$ cat src/design/mi3_pkg.sv
// Types and fixed widths for the 3x3 matrix inverse.
// No dependencies; imported by every module of the block.
package mi3_pkg;

  localparam int ELEM_W = 32;
  localparam int COF_W  = 2 * ELEM_W + 1;   // exact 2x2 cofactor
  localparam int DET_W  = 3 * ELEM_W + 3;   // exact determinant
  localparam int DEN_W  = DET_W + 1;        // twice |det|
  localparam int THR_W  = 31;

  typedef logic signed [ELEM_W-1:0]   elem_t;
  typedef logic signed [2*ELEM_W-1:0] prod_t;
  typedef logic signed [2*ELEM_W+1:0] pprod_t;
  typedef logic signed [COF_W-1:0]    cof_t;
  typedef logic signed [DET_W-1:0]    det_t;
  typedef cof_t  [8:0] adj_t;
  typedef elem_t [2:0] row_t;

  typedef struct packed {
    elem_t a00; elem_t a01; elem_t a02;
    elem_t a10; elem_t a11; elem_t a12;
    elem_t a20; elem_t a21; elem_t a22;
  } mat_t;

  typedef struct packed {
    elem_t inv_00; elem_t inv_01; elem_t inv_02;
    elem_t inv_10; elem_t inv_11; elem_t inv_12;
    elem_t inv_20; elem_t inv_21; elem_t inv_22;
    logic  singular;
  } inv_t;

  // adj[k] = a[p]*a[q] - a[s]*a[t], element indexes row-major
  localparam int COF_IDX [9][4] = '{
    '{4, 8, 5, 7}, '{2, 7, 1, 8}, '{1, 5, 2, 4},
    '{5, 6, 3, 8}, '{0, 8, 2, 6}, '{2, 3, 0, 5},
    '{3, 7, 4, 6}, '{1, 6, 0, 7}, '{0, 4, 1, 3}
  };

endpackage

$ cat src/design/mi3_prep.sv
// Magnitudes, singular test and divider operands with rounding bias.
// Depends on mi3_pkg.
module mi3_prep import mi3_pkg::*; #(
  parameter int FRAC_BITS = 16,
  parameter int NUM_W = 2 * FRAC_BITS + COF_W + 2
) (
  input  logic                         clk,
  input  logic                         rst,
  input  logic                         valid_up,
  output logic                         stall_up,
  input  adj_t                         adj,
  input  det_t                         det,
  input  logic [THR_W-1:0]             thr,
  output logic                         valid_dn,
  input  logic                         stall_dn,
  output logic [8:0][NUM_W-1:0]        num,
  output logic [DEN_W-1:0]             den,
  output logic [8:0]                   neg,
  output logic                         sing
);

  localparam int NS = 2;
  localparam int LIM_W = ((DET_W > THR_W + 2 * FRAC_BITS) ? DET_W
                                                          : THR_W + 2 * FRAC_BITS) + 1;

  logic [NS-1:0] v;
  logic [NS-1:0] ld;
  logic [COF_W-1:0] an [9];
  logic [DET_W-1:0] ad;
  logic [8:0]       neg_s1;

  always_comb begin
    ld[NS-1] = !v[NS-1] || !stall_dn;
    for (int j = NS - 2; j >= 0; j--) ld[j] = !v[j] || ld[j+1];
  end

  assign stall_up = !ld[0];
  assign valid_dn = v[NS-1];

  always_ff @(posedge clk) begin
    if (rst) begin
      v <= '0;
    end else begin
      if (ld[0]) v[0] <= valid_up;
      if (ld[1]) v[1] <= v[0];
    end
  end

  always_ff @(posedge clk) begin
    if (ld[0]) begin
      for (int k = 0; k < 9; k++) begin
        an[k]     <= adj[k][COF_W-1] ? COF_W'(-adj[k]) : COF_W'(adj[k]);
        neg_s1[k] <= adj[k][COF_W-1] ^ det[DET_W-1];
      end
      ad <= det[DET_W-1] ? DET_W'(-det) : DET_W'(det);
    end
    if (ld[1]) begin
      // round half away: (|adj| * 2^(2F+1) + |det|) / (2 |det|)
      for (int k = 0; k < 9; k++)
        num[k] <= (NUM_W'(an[k]) << (2 * FRAC_BITS + 1)) + NUM_W'(ad);
      den  <= {ad, 1'b0};
      neg  <= neg_s1;
      sing <= (ad == '0) || (LIM_W'(ad) < (LIM_W'(thr) << (2 * FRAC_BITS)));
    end
  end

endmodule

$ cat config.mk
export PLATFORM = sky130hd
export DESIGN_NAME = mi3_prep
export DESIGN_NICKNAME = d
export VERILOG_FILES = /design/src/design/mi3_pkg.sv /design/src/design/mi3_prep.sv
export SDC_FILE = /design/constraint.sdc
export NUM_CORES = 2
export LEC_CHECK = 0
export BUFFER_PORTS_ARGS = -buffer_cell sky130_fd_sc_hd__buf_2
export CAP_MARGIN = 5
export CORE_AREA = 2 2 664 666
export DETAILED_ROUTE_END_ITERATION = 7
export DIE_AREA = 0 0 666 668
export HOLD_SLACK_MARGIN = 0.02
export PLACE_DENSITY = 0.37
export SYNTH_ARGS = -nofsm -noshare
export SYNTH_HDL_FRONTEND = slang
export SYNTH_SLANG_ARGS = --single-unit
$ cat constraint.sdc
create_clock -name clk -period 41.2 [get_ports clk]
set_input_delay 6.18 -clock clk [delete_from_list [all_inputs] [get_ports clk]]
set_output_delay 6.18 -clock clk [all_outputs]
set_load 0.01 [all_outputs]
==> impl_metrics.tcl <==
set metrics [dict create \
    slowest_delay_ns 0.21 \
    clockRootBuffer "clkbuf_16" \
    ys_types 91 \
    antenna_found_initial 294 \
    power_switching_uw 2560 \
    synth_xor_xnor_area_share 0.112 \
    finalSetupViolCount 0 \
    yosys.area_share.simple 0.123 \
    wirelength_um 527000 \
    syn_inst 8985 \
    rows 243 \
    dp_hpwl_um 418000 \
    synthMuxAreaShare 0.000643 \
    clk_pin_slew_ns 0.06 \
    slowest_stage "buf_2" \
    worst-slew-pin-transition_ns 1.23 \
    synthToLayoutAreaGrowth_pct 21.9 \
    cp-start-kind "primary input" \
    intPower_uw 3830 \
    port_buffers 1720 \
    r2r_cells 10 \
    drc_errors 0 \
    end_kind "output port" \
    grt_remaining_overflow 0 \
    synthAdderAreaFrac 0.0856 \
    fin_crit_ns 12.98 \
    drv_slew 0 \
    drtIter0Drc 7464 \
    cts_hold_buf 0 \
    cts_setup_buffers 0 \
    holdWs_ns 0.408 \
    start_util 0.214 \
    first_pass_iters 6 \
    synth_compound_area_frac 0.183 \
    rr_endpoint "num[191]" \
    synth_nets 10338 \
    die_height_um 668 \
    ir_worst_vdd_uv 34.1 \
    place_ws_ns 28.16 \
    finalCritPeriodShare 0.315 \
    synth_top_area_share 0.449 \
    grt_pass1_vias 77737 \
    crit_arrival_ns 6.80 \
    grt_use_total 0.226 \
    crit_top_cell "buf_2" \
    crit_type "in -> out" \
    power_density_nw_per_um2 56.1 \
    synth-seq-cells 1398 \
    cp.required_ns 35.02 \
    finalNetCount 11792 \
    core_area_sq_um 437000 \
    r2r_start "ad[39]" \
    ios 1722 \
    syn_area_per_cell_sq_um 10.4 \
    synth_ff_type "edfxtp_1" \
    whs_path_depth 0 \
    die_area_sq_um 445000 \
    max-slew-margin-rel 0.157 \
    power_frac_comb 0.365 \
    worst_slack_ns 28.22 \
    cts_resized 0 \
    drtAntennaViolNets 0 \
    avgRoutedWirePerCell_um 31.9 \
    p_total_uw 6390 \
    numCtsBuffers 187 \
    die_w_um 666 \
    vias_per_cell 4.95 \
    setup_tns_ns 0 \
    pwr-share-clk 0.272 \
    synthTopCellsByCount "edfxtp_1 (1396), xnor2_1 (998), a21oi_1 (700)" \
    place_congestion 0.910 \
    status "finished clean" \
    max_cap_violations 0 \
    cts_htree_levels 4 \
    clock_latency_ns 0.93 \
    crit_chain "buf_2, nand3_4, inv_1, buf_2" \
    timing.reg2reg.setup_slack_ns 34.96 \
    leakagePower_uw 0.0449 \
    synth_edf_count 1396 \
    drive_gt1_frac 0.215 \
    swShare 0.401 \
    placed_area_sq_um 107000 \
    ctsLongestPathBuffers 4 \
    min-delay-start "neg_s1[7]" \
    rsz0062_at_grt "false" \
    vias 81761 \
    async_reset_ff_frac 0 \
    yosysMostFrequentCell "edfxtp_1" \
    hold_end "neg[7]" \
    cts_tree "done" \
    hold_viol_final 0 \
    grt_max_degree 143 \
    synth_top_cell_by_area "edfxtp_1" \
    synth.yosys.seq_area_share 0.449 \
    max_freq_mhz 77.0 \
    ys_warn_count 0 \
    grt_pass1_wl_um 688000 \
    skew_ns 0.0552 \
    netlist_area_sq_um 93400 \
    p_seq_frac 0.363 \
    clock_sinks 1398 \
    synth_top_family_by_area "compound AO/OA/AOI/OAI gates" \
    cp_max_fo 3 \
    yosys-top-cells-area "edfxtp_1 (45%), xnor2_1 (9.4%), ha_1 (8.4%)" \
    hp-class "reg -> reg" \
    fin_area_sq_um 114000 \
]
-- through the flow --
step | util | cells
3_3_place_gp | 0.245 | 16004
6_report | 0.261 | 16501
4_1_cts | 0.260 | 16340
5_1_grt | 0.260 | 16442
3_5_place_dp | 0.245 | 16006
2_1_floorplan | - | 8985
-- state kept, by name, summed over array words and instances, names as in the netlist --
name,flops
num,627
an,585
ad,99
den,66
neg,9
neg_s1,9
v,2
sing,1
-- layout by cell type (no fill, tap or decap), types with 73 or more instances in the layout --
cell type	netlist	layout
buf_2	2	1719
edfxtp_1	1396	1396
xnor2_1	998	995
a21oi_1	700	699
nand2_1	629	628
ha_1	625	625
o21ai_0	574	571
nor2_1	408	408
a21o_1	357	357
inv_1	261	260
o31ai_1	253	253
xor2_1	197	197
clkbuf_16	0	189
nand4_1	179	179
diode_2	0	160
nand3_1	152	151
buf_4	298	148
nor3_1	143	143
o21bai_1	133	132
or3_1	128	128
o41ai_1	100	99
nand2b_1	98	98
or4_1	92	92
nor4_1	82	79
o21a_1	77	77
a211oi_1	73	73
-- worst max-delay path by stage --
stage | depth (start not counted) | from | slack [ns] | to
after floorplan | 2 | stall_dn | 9.64 | stall_up
after global placement | 4 | stall_dn | 28.13 | stall_up
after detailed placement | 4 | stall_dn | 28.16 | stall_up
after CTS | 4 | stall_dn | 28.16 | stall_up
after global routing | 4 | stall_dn | 28.19 | stall_up
final | 4 | stall_dn | 28.22 | stall_up
-- power groups by stage --
| stage | registers (uW) | logic, uW | clock network (uW) |
|---|---|---|---|
| finish | 2320 | 2330 | 1740 |
| detailed placement | 2340 | 2330 | 0 |
| CTS | 2320 | 2350 | 1790 |
| floorplan | 2330 | 1110 | 0 |
| global placement | 2350 | 2350 | 0 |
| global route | 2340 | 2500 | 1840 |
-- worst max-delay path, delay by kind of cell --
family / cells / cell delay (ns)
buffers and inverters: 3 / 0.50
and+or+nand+nor: 1 / 0.11
-- cells by family (layout without fill, tap and decap cells) --
group	after synthesis	after routing
xor gates and xnor gates	1195	1195
and+or+nand+nor	2235	2235
AOI/OAI and AO/OA	2645	2645
buffers and inverters	871	2470
other	1	161
muxes	6	6
DFF	1398	1398
adders and majority gates	634	634
-- metal layers --
layer / GRT usage / wire [um] / up-vias
li1: - / - / 36819
met1: 0.289 / 223000 / 40537
met2: 0.373 / 248000 / 3512
met3: 0.0338 / 29900 / 865
met4: 0.105 / 25500 / 28
met5: 0 / 167 / -
-- cell type report --
class	instances	area, sq um
antenna	160	400
clock buffer	213	4820
clock inverter	121	1490
fill	46465	323000
inverter	261	980
multi-input combinational	6716	47200
sequential	1398	42000
tap	5757	7200
timing repair buffer	1875	9870
Note: power is estimated with default switching activity, not from simulation.
